--- config.mk ---
export PLATFORM = sky130hd
export DESIGN_NAME = pon_ram
export DESIGN_NICKNAME = d
export VERILOG_FILES = /design/src/rtl/core/pon_ram.sv
export SDC_FILE = /design/constraint.sdc
export NUM_CORES = 2
export LEC_CHECK = 0
export ABC_AREA = 0
export ABC_CLOCK_PERIOD_IN_PS = 3800
export BUFFER_PORTS_ARGS = -buffer_cell sky130_fd_sc_hd__buf_2
export CAP_MARGIN = 10
export CORE_MARGIN = 4
export CORE_UTILIZATION = 37
export DETAILED_ROUTE_END_ITERATION = 10
export SKIP_CTS_REPAIR_TIMING = 1
export SYNTH_ARGS = -nofsm -noshare
export SYNTH_HDL_FRONTEND = slang
export SYNTH_SLANG_ARGS = --single-unit
--- constraint.sdc ---
create_clock -name clk -period 3.8 [get_ports clk]
set_input_delay 0.76 -clock clk [delete_from_list [all_inputs] [get_ports clk]]
set_output_delay 0.76 -clock clk [all_outputs]
set_load 0.02 [all_outputs]
--- src/rtl/core/pon_ram.sv ---
// Generic simple dual-port RAM with one write port and a registered read port.
module pon_ram #(
	parameter int WIDTH = 32,
	parameter int DEPTH = 64
) (
	input  logic                                  clk,
	input  logic                                  we,
	input  logic [((DEPTH > 1) ? $clog2(DEPTH) : 1)-1:0] waddr,
	input  logic [WIDTH-1:0]                      wdata,
	input  logic                                  re,
	input  logic [((DEPTH > 1) ? $clog2(DEPTH) : 1)-1:0] raddr,
	output logic [WIDTH-1:0]                      rdata
);

	logic [WIDTH-1:0] mem_q [DEPTH];

	// Write port.
	always_ff @(posedge clk) begin
		if (we) begin
			mem_q[waddr] <= wdata;
		end
	end

	// Read port; the data holds while no read is enabled.
	always_ff @(posedge clk) begin
		if (re) begin
			rdata <= mem_q[raddr];
		end
	end

endmodule

After elaboration in Yosys (flattened, before gate mapping). Memory sizes are Yosys's and may differ from the RTL's. A register that Yosys moved wholly into a read port is not among the register bits. Cells that the tools add are included.

Muxes and demuxes: 2.

Operators by type and width (number): $mux W1 (2).

Flip-flop bits (word level): 0. RAM bits: 2048. Input port bits: 47. Output and inout port bits: 32. Logic and storage cells: 3. Memories: 1.

Memory list: mem_q (depth 64, bits a word 32, rd ports 1, clocked after memory_dff 1, wr ports 1, RTL line 15) `logic [WIDTH-1:0] mem_q [DEPTH];`.

Longest topological paths before layout.
Word-level depth: 2. Mapped depth: 10. Mapped depth without buffers: 5.

Worst setup path after synthesis. Ideal clock, no wire load.

Path kind: input to register. From: input port waddr[3] (netlist name). To: memory mem_q[48][0] (enable). Library setup time: 461 ps. Data arrival time: 3459 ps. Data required time: 3339 ps. Path slack: -120 ps. Stages: 4. Cell sequence: clkbuf_1 > nor2b_1 > nand4b_1 > nor3_1.

RTL lines: from (decl) (RTL line 8) `input logic [((DEPTH > 1) ? $clog2(DEPTH) : 1)-1:0] waddr,`; to (decl) (RTL line 15).

No word-level cell before the write port.

==> results.md <==
* Grt total ovfl at 0
* Die W at 470 um
* Number of global-route vias before repair at 38000
* Routed WL at 210000 um
* Worst-margin pin slew at 1.26 ns
* F_max at 339 MHz
* Static Leak at 28.3 nW
* Outcome: completed
* Hpwl dp at 121000 um
* Unrepaired setup endpoints after global routing: no
* First-pass GRT wire length at 295000 um
* Setup violations, final at 0
* Synth Net Count at 3371
* Cells after Synth at 3324
* Clock Root Buffer: clkbuf_16
* Die area at 221000 um2
* Pwr/cell area at 518 nW/um2
* Relative slew slack at 0.159
* Synth Cell Area at 78800 um2
* Die span in y at 470 um
* Dpl ws at -0.0401 ns
* # port buffers at 78
* Core Region at 212000 um2
* Setup Skew at 0.0233 ns
* Drc violations at 0
* Crit end category: register
* Power share of the sequential group at 0.539
* Synth Register Bits at 2080
* Initial Util at 0.372
* Num CTS Buffers at 195
* Sw Ratio at 0.212
* Switching power at 10.1 mW
* Count of cell types in the netlist at 33
* Clock latency on the worst-skew pair at 0.84 ns
* Register clock-pin slew on the reported worst setup and hold paths at 0.06 ns
* Largest net degree at the start of global routing at 65
* Min-Delay Path Class: in2reg
* DR WL/cell at 31.5 um
* H-tree lvl count at 4
* Largest fanout on the critical path at 24
* First-pass DRT Iterations at 5
* Most common cell on crit path: buf_12
* DRT iter0 DRCs at 4447
* Routed via count at 37400
* GRT Overall Usage at 0.189
* Ratio of cells with drive above 1 in the final layout at 0.317
* Area Overhead vs Synth at 16.1%
* Tot Pwr at 47.4 mW
* Final-stage net count at 3716
* Top layer in use: met5
* Crit path DAT at 3.51 ns
* Metal2 WL at 101000 um
* I/O Pins at 79
* Antenna Nets Post-Route at 0
* Max-slew violations at 0
* PnR worst setup slack at 0.854 ns
* Commonest non-fill, non-tap cell in the layout: edfxtp_1
* Via/cell ratio at 5.61
* Syn. warnings at 0
* Minimum clock period at 2.95 ns
* M1 WL at 84600 um
* Cell family with most CP delay: multiplexers
* Max-Cap Viols at 0
* Internal power component at 37.4 mW
* Buf/Inv on CP at 4
* Crit path max-delay cell type: o22ai_1
* Avg Cell Area, Syn at 23.7 um2
* Final Hold Viols at 0
* Worst Path Required at 4.36 ns
* Most frequent cells in the layout: edfxtp_1, mux4_2, clkbuf_16
* Peak supply drop at 0.000384 V
* CP Launch Type: primary input
* Initial antenna violation count at 21
* Clk sinks at 2080
* Register area share after synthesis at 0.792
* Crit path kind: in2reg
* Met3 wire length at 16800 um
* Final GP Congestion at 0.786
* Clock Path Buffers at 3
* Period utilisation layout at 0.775
* CTS tree: done
* Power share of the clock group at 0.407
* Combinational share of power at 0.054
* Crit-path cells: buf_8 > buf_12 > buf_12 > buf_12 > mux4_2 > mux4_2 > o22ai_1 > nor2_1
* Crit-path max cell delay at 0.60 ns
* Cell Rows at 169
==> power groups by stage <==
stage / combinational (mW) / sequential [mW] / clock (mW)
global route: 2.71 / 25.5 / 20.6
CTS: 2.60 / 25.5 / 19.6
detailed placement: 2.60 / 26.0 / 0
finish: 2.57 / 25.5 / 19.3
floorplan: 1.24 / 26.0 / 0
global placement: 2.57 / 26.0 / 0
==> metrics by stage <==
stage                util  instance area, um2  hold WS (ns)  std cells  TNS, ns
floorplan               -               78800         0.750       3324        0
global placement    0.402               85200         0.833       6292   -0.127
detailed placement  0.402               85200         0.858       6292   -0.106
CTS                 0.431               91500         0.377       6654        0
global route        0.432               91500         0.410       6659        0
finish              0.432               91500         0.427       6670        0
==> worst paths after layout <==
check	startpoint	to	slack, ns	cells after the start
min reg2reg	mem_q[12][4]	rdata[4]	0.86	4
min	wdata[13]	mem_q[16][13]	0.43	1
max reg2reg	mem_q[14][0]	rdata[0]	1.26	6
max	raddr[0]	rdata[28]	0.85	8
==> cells in the mapped netlist <==
cell      count  area (um2)
or2_0         1        6.26
nand4b_1      1        8.76
buf_6         5        56.3
a41o_1        4        40.0
mux2i_1      93         931
clkbuf_1     74         278
nand3_1       5        25.0
buf_4        25         188
or2_2         1        6.26
a311oi_1      8        70.1
or2_1         1        6.26
nand2b_1      8        50.1
o22ai_1      84         526
or3b_1        2        17.5
buf_2        57         285
nand4_1       2        12.5
nor3_1        7        35.0
a31oi_1       1        6.26
nand3b_1      5        37.5
a22oi_1      12        90.1
and3_1        4        25.0
a21oi_1      62         310
mux4_2      544       12300
o32ai_1       4        35.0
or3_1         3        18.8
buf_1        21        78.8
edfxtp_1   2080       62500
o221ai_1     27         236
nor2b_1      15        93.8
nand2_1      26        97.6
or3b_2        3        26.3
nor2_1      137         514
and2_1        2        12.5
==> metal layers <==
metal | GRT usage | up-vias
li1 | - | 15000
met1 | 0.258 | 20500
met2 | 0.300 | 1588
met3 | 0.0429 | 313
met4 | 0.0693 | 10
met5 | 0 | -
==> final cells by class <==
cell class | instances | area [um2]
Multi-Input combinational cell | 1062 | 16000
Fill cell | 17800 | 121000
Sequential cell | 2080 | 62500
Clock inverter | 122 | 1160
Clock buffer | 240 | 5130
Antenna cell | 15 | 37.5
Timing Repair Buffer | 330 | 3240
Tap cell | 2821 | 3530
==> flip-flops by register name, indices dropped and copies added (netlist names) <==
register / count
mem_q: 2048
rdata: 32
==> cells by family after synthesis <==
family,Yosys count,synth area share
muxes,637,0.167
buffers and inverters,182,0.0112
AOI/OAI and AO/OA,202,0.0167
and+or+nand+nor,223,0.0126
DFF,2080,0.792
(Power assumes the default switching activity.)
