--- src/rtl/core/pon_pkg.sv ---
// Package with the types and constants shared by the polygon orientation normalizer.
package pon_pkg;

	// Capacity of the vertex store and derived widths.
	localparam int MAX_POINTS = 64;
	localparam int ADDR_W     = (MAX_POINTS > 1) ? $clog2(MAX_POINTS) : 1;
	localparam int CNT_W      = $clog2(MAX_POINTS + 1);
	localparam int AREA_W     = 40;

	// One stored vertex: x in the high half, y in the low half.
	typedef struct packed {
		logic signed [15:0] vx;
		logic signed [15:0] vy;
	} vertex_t;

	localparam int VERTEX_W = $bits(vertex_t);

	// Input payload.
	typedef struct packed {
		logic signed [15:0] in_x;
		logic signed [15:0] in_y;
		logic               in_last;
	} in_item_t;

	// Output payload.
	typedef struct packed {
		logic signed [15:0] out_x;
		logic signed [15:0] out_y;
		logic               out_last;
		logic               out_reversed;
		logic               out_overflow;
	} out_item_t;

	// Control sequence states.
	typedef enum logic [2:0] {
		ST_LOAD,
		ST_CLOSE,
		ST_DRAIN,
		ST_DECIDE,
		ST_EMIT
	} state_t;

	// Request from the control logic to the area accumulator.
	typedef struct packed {
		logic    valid;
		logic    clear;
		vertex_t a;
		vertex_t b;
	} area_req_t;

endpackage

--- src/rtl/core/pon_area.sv ---
// Shoelace accumulator: two registered products, then a subtract and accumulate.
module pon_area (
	input  logic                             clk,
	input  logic                             arst_n,
	input  pon_pkg::area_req_t               req,
	output logic signed [pon_pkg::AREA_W-1:0] sum
);
	import pon_pkg::*;

	logic               valid_s1;
	logic signed [31:0] p1_s1;
	logic signed [31:0] p2_s1;
	logic signed [AREA_W-1:0] sum_q;

	// Stage one valid flag.
	always_ff @(posedge clk or negedge arst_n) begin
		if (!arst_n) begin
			valid_s1 <= 1'b0;
		end else begin
			valid_s1 <= req.valid;
		end
	end

	// Stage one products of the cross term a.x*b.y - a.y*b.x.
	always_ff @(posedge clk) begin
		if (req.valid) begin
			p1_s1 <= 32'(req.a.vx) * 32'(req.b.vy);
			p2_s1 <= 32'(req.a.vy) * 32'(req.b.vx);
		end
	end

	// Stage two accumulation; clear is only requested with the pipeline empty.
	always_ff @(posedge clk or negedge arst_n) begin
		if (!arst_n) begin
			sum_q <= '0;
		end else if (req.clear) begin
			sum_q <= '0;
		end else if (valid_s1) begin
			sum_q <= sum_q + AREA_W'(p1_s1) - AREA_W'(p2_s1);
		end
	end

	assign sum = sum_q;

endmodule

--- config.mk ---
export PLATFORM = sky130hd
export DESIGN_NAME = pon_area
export DESIGN_NICKNAME = d
export VERILOG_FILES = /design/src/rtl/core/pon_pkg.sv /design/src/rtl/core/pon_area.sv
export SDC_FILE = /design/constraint.sdc
export NUM_CORES = 2
export LEC_CHECK = 0
export BUFFER_PORTS_ARGS = -buffer_cell sky130_fd_sc_hd__buf_2
export CORE_MARGIN = 2
export CORE_UTILIZATION = 50
export DETAILED_ROUTE_END_ITERATION = 8
export PLACE_DENSITY_LB_ADDON = 0.15
export SYNTH_ARGS = -nofsm -noshare
export SYNTH_HDL_FRONTEND = slang
export SYNTH_SLANG_ARGS = --single-unit
--- constraint.sdc ---
create_clock -name clk -period 3.5 [get_ports clk]
set_clock_uncertainty 0.15 [all_clocks]
set_input_delay 0.525 -clock clk [delete_from_list [all_inputs] [get_ports clk]]
set_output_delay 0.525 -clock clk [all_outputs]
set_load 0.005 [all_outputs]
======== Word-level counts from Yosys, hierarchy flattened ========
Index checks and enable logic that the tools add are counted.
word-level totals
  bits in latches ......................... 0
  RAM bits ................................ 0
  ROM bits ................................ 0
  word-level logic and storage cells ...... 11
  register bits ........................... 105
  output and inout port bits .............. 40
  memories ................................ 0
cells by class
  equality and inequality tests ........... 0
  divide/modulo/power cells ............... 0
  $lt $le $gt $ge ......................... 0
  shifts and indexed selects .............. 0
  $mul .................................... 2
  multiplexer cells ....................... 2
  reduce and logical (&&, ||, !) cells .... 1
  add/sub/neg operators ................... 2
  bitwise gates (word level) .............. 0
operators by type and width
  operator                      number
  2-to-1 mux 40 bit             2
  multiplier 16 x 16 -> 32 bit  2
  adder 40 x 32 -> 40 bit       1
  subtractor 40 x 32 -> 40 bit  1
  nonzero test 2 bit            1

======== Logic depth before layout (Yosys ltp) ========
  word-level depth ........................ 4
  mapped depth ............................ 24

======== Worst setup path before layout ========
No wires, ideal clock.
  path kind ............................... input -> register
  from .................................... input req[47] (netlist bit)
  to ...................................... register p2_s1[31], data pin
  stages .................................. 21
  arrival time ............................ 6.294 ns
  buffers on the path ..................... 1
  path slack .............................. -3.204 ns
  path through ............................ clkbuf_1 > nand2_1 > inv_1 > fa_1 > fa_1 > fa_1 > fa_1 > fa_1 > inv_1 > fa_1 > inv_1 > ha_1 > nand2_1 > o21ai_0 > o211ai_1 > a21oi_1 > a211o_1 > or4_1 > a31o_2 > a21oi_1 > xnor2_1
on the way
  cells in the longest elaborated chain, start to end .. 1
RTL lines
  item                          RTL line        RTL
  start: declaration            pon_area.sv:5   input pon_pkg::area_req_t req,
  multiplier 16 x 16 -> 32 bit  pon_area.sv:28  p2_s1 <= 32'(req.a.vy) * 32'(req.b.vx);
  end signal: assignment        pon_area.sv:28
  end: declaration              pon_area.sv:12  logic signed [31:0] p2_s1;
Every way passes these cells.
A chain may end at the register's enable or synchronous reset.

======== Final worst setup path ========
  from .................................... input req[46] (netlist bit)
  to ...................................... register p2_s1[31], data pin
Same word-level chain as after synthesis.

==> metrics <==
total of warnings raised by yosys=0; Rows=between 80 and 90; Max Cap Viol=0; drt pass-1 iters=5; Iteration-0 DRC Markers=roughly 850; Mean Syn Cell Area=about 9.4 µm²; Worst-Skew Late Latency=between 300 and 400 ps; Sequential Area=0.00295 mm²; I/O Buffers=approximately 110; Setup-failing EPs final=between 50 and 60; crit path DAT=slightly below 6000 ps; Fin Hold WS=107 ps; reg-to-reg critical path startpoint=sum[24]; core area=0.0515 mm²; total number of vias=around 20000; Mapped Cells=2775; Setup crit end kind=flop; Slew Viols, Final=0; drt drc=0; Die X=between 200 and 250 µm; routed vias/inst=5.06; ant diodes=0; outcome=finished, violations left; Setup WS post-layout=-2390 ps; RSZ-0062 raised after global routing=true; Final min period=a little under 6000 ps; first-pass GRT wire length=108 mm; Multi-input gate area=between 0.02 and 0.025 mm²; Unique masters post-synth=61; largest net degree at the start of global routing=39; TNS Setup=-93070 ps; worst reg2reg path depth=13; R2R Setup Slk=-140 ps; Net Count, Synth=around 3600; EDFF count, synth=64; layout cells sized above 1=between 20 and 30%; number of synthesized register bits=105; Inst Count DP=about 3900; DP Wirelength=52.8 mm; total gr overflow=0; number of I/O pins=~110; routed len/inst=15.8 µm; post-synthesis sequential area ratio=a little under an eighth; clk slew on worst S/H paths=about 70 ps; CP Class=in2reg; Final Cycle Share=168%; Worst Hold Class=in2async; filler cell count=between 4000 and 5000; H-Tree Depth=3; Req. time, crit path=~3500 ps; Top FF cell, synth=edfxtp_1; final hold vios=0; Tot GR Track Use=between 20% and 30%; Die Y=about 230 µm; nets@finish=between 4000 and 5000; Root Driver=clkbuf_16; startpoint types=primary input; RR Endpoint=sum[39]; Worst Setup Slack post-DPL=-3080 ps; final WL=63.2 mm; clk sinks=roughly 110; DRT antenna net count=0; vias in the first global route=about 22000; antenna violations before repair=1; Relative slew margins=between 30% and 40%; CP Max Fanout=10; placer congestion estimate=~0.92; f_max=170 MHz; CTS buffer count=9; FFs w/ async S/R, synth=about two fifths; final cell count without fillers=~4000; failing checks=negative setup slack; clock buffer depth=2; Area Growth Syn to Fin=30.0%; Synth Cell Area=0.0261 mm²; die area=0.0541 mm²; CTS tree=built; Starting Density=50.8%; pin slew with the least headroom to its limit=between 900 and 1000 ps
==> synthesized netlist by cell type, types with 4 or more instances <==
library cell  instances  area share, %
nor3_1               22           0.42
a31oi_1              12           0.29
buf_1                 5          0.072
nand3b_1              6           0.17
or3_1                 4          0.096
o2111ai_1             4           0.13
and2_1              251            6.0
ha_1                204            9.8
o211ai_1              5           0.14
a211oi_1             11           0.32
nor2_1               93            1.3
fa_1                563             43
inv_1               713             10
o21bai_1             13           0.37
or4_1                 4           0.11
nor2b_1               7           0.17
nand3_1              14           0.27
mux2i_1              20           0.77
a21o_1               40            1.1
o21a_1                6           0.17
edfxtp_1             64            7.4
nand2b_1             16           0.38
dfrtp_1              41            3.9
xnor2_1              73            2.4
nand2_1             280            4.0
xor2_1               31            1.0
nand4_1               9           0.22
a21oi_1              78            1.5
and3_1               10           0.24
clkbuf_1             74            1.1
o21ai_0              42           0.80
or2_2                 5           0.12
o31ai_1               9           0.26
==> critical path, cell delays in order <==
cell and delay [ps]:
buf_2 180, and2_1 210, fa_1 530, inv_1 60, fa_2 570, fa_1 450
inv_2 80, fa_2 420, fa_1 480, inv_1 50, fa_1 480, inv_1 60
ha_4 290, nand3_4 90, nor2_4 90, nand4_1 80, or3_4 370, a211oi_4 320
or4_4 200, a31o_2 150, a21oi_2 50, xnor2_1 120
==> how the worst max path moves through the flow <==
stage,start,end,slack (ps),cells past startpoint
after global placement,req[40],p2_s1[31],-2960,22
final,req[46],p2_s1[31],-2390,22
after CTS,req[39],p2_s1[31],-2420,22
after floorplan,req[47],p2_s1[31],-2580,21
after global routing,req[45],p2_s1[31],-2570,21
after detailed placement,req[47],p2_s1[31],-3080,18
==> sequential cells by signal, summed over array words and instances (netlist names) <==
register / cells
p1_s1: 32
valid_s1: 1
p2_s1: 32
sum: 40
==> final cells by class <==
| class | instances | share of cell area [%] |
|---|---|---|
| Tap cell | 680 | 2.50 |
| Clock inverter | 6 | 0.313 |
| Sequential cell | 105 | 8.68 |
| Multi-Input combinational cell | 1878 | 65.0 |
| Inverter | 713 | 7.89 |
| Timing Repair Buffer | 599 | 14.9 |
| Clock buffer | 10 | 0.674 |
==> timing repair <==
action,in CTS,in global routing
gates cloned,3,1
buffers inserted,38,35
pin swaps,171,154
endpoints found under the setup margin,72,73
hold buffers,0,0
gates resized for setup,323,202
==> through the flow <==
| step | area (µm²) | util (%) |
|---|---|---|
| after CTS | 33000 | 64.0 |
| after floorplan | 27100 | - |
| final | 34000 | 66.0 |
| after detailed placement | 31000 | 60.3 |
| after global placement | 31000 | 60.3 |
| after global routing | 34000 | 66.0 |
==> cell usage in the layout, fill, tap and decap left out, drive strengths merged, types with 4 or more instances in the layout <==
master,synthesis,layout
o31ai,9,9
nor2,93,93
o2111ai,4,4
and2,252,252
a211oi,12,12
edfxtp,64,64
xnor2,73,73
o211ai,5,5
nand3b,6,6
or2,5,5
a31oi,12,12
inv,713,712
nand2b,16,16
or3,4,4
ha,204,204
nand2,280,280
o21a,6,6
nand3,14,14
o21ai,43,43
or4,5,5
nor2b,7,7
a21o,40,40
and3,10,10
fa,563,563
clkbuf,74,15
buf,5,592
a21oi,78,78
o21bai,13,13
dfrtp,41,41
xor2,31,31
nor3,23,23
nand4,9,9
mux2i,20,20
==> layer usage <==
layer	GRT usage (%)	share of wire [%]	vias up
met2	42.7	51	356
met3	3.19	4.1	70
met1	34.0	44	10394
met4	4.36	1.6	0
li1	-	-	9380
met5	0	0	-
==> logic make-up after synthesis <==
family | share of synthesized area [%]
buffers and inverters | 11.4
xor gates and xnor gates | 3.48
and+or+nand+nor | 14.0
muxes | 0.809
AOI/OAI and AO/OA | 6.18
adders and majority gates | 52.9
DFF | 11.3
Power is not shown: default switching activity piles up to over one toggle a cycle in this logic, so the estimate is an artifact.
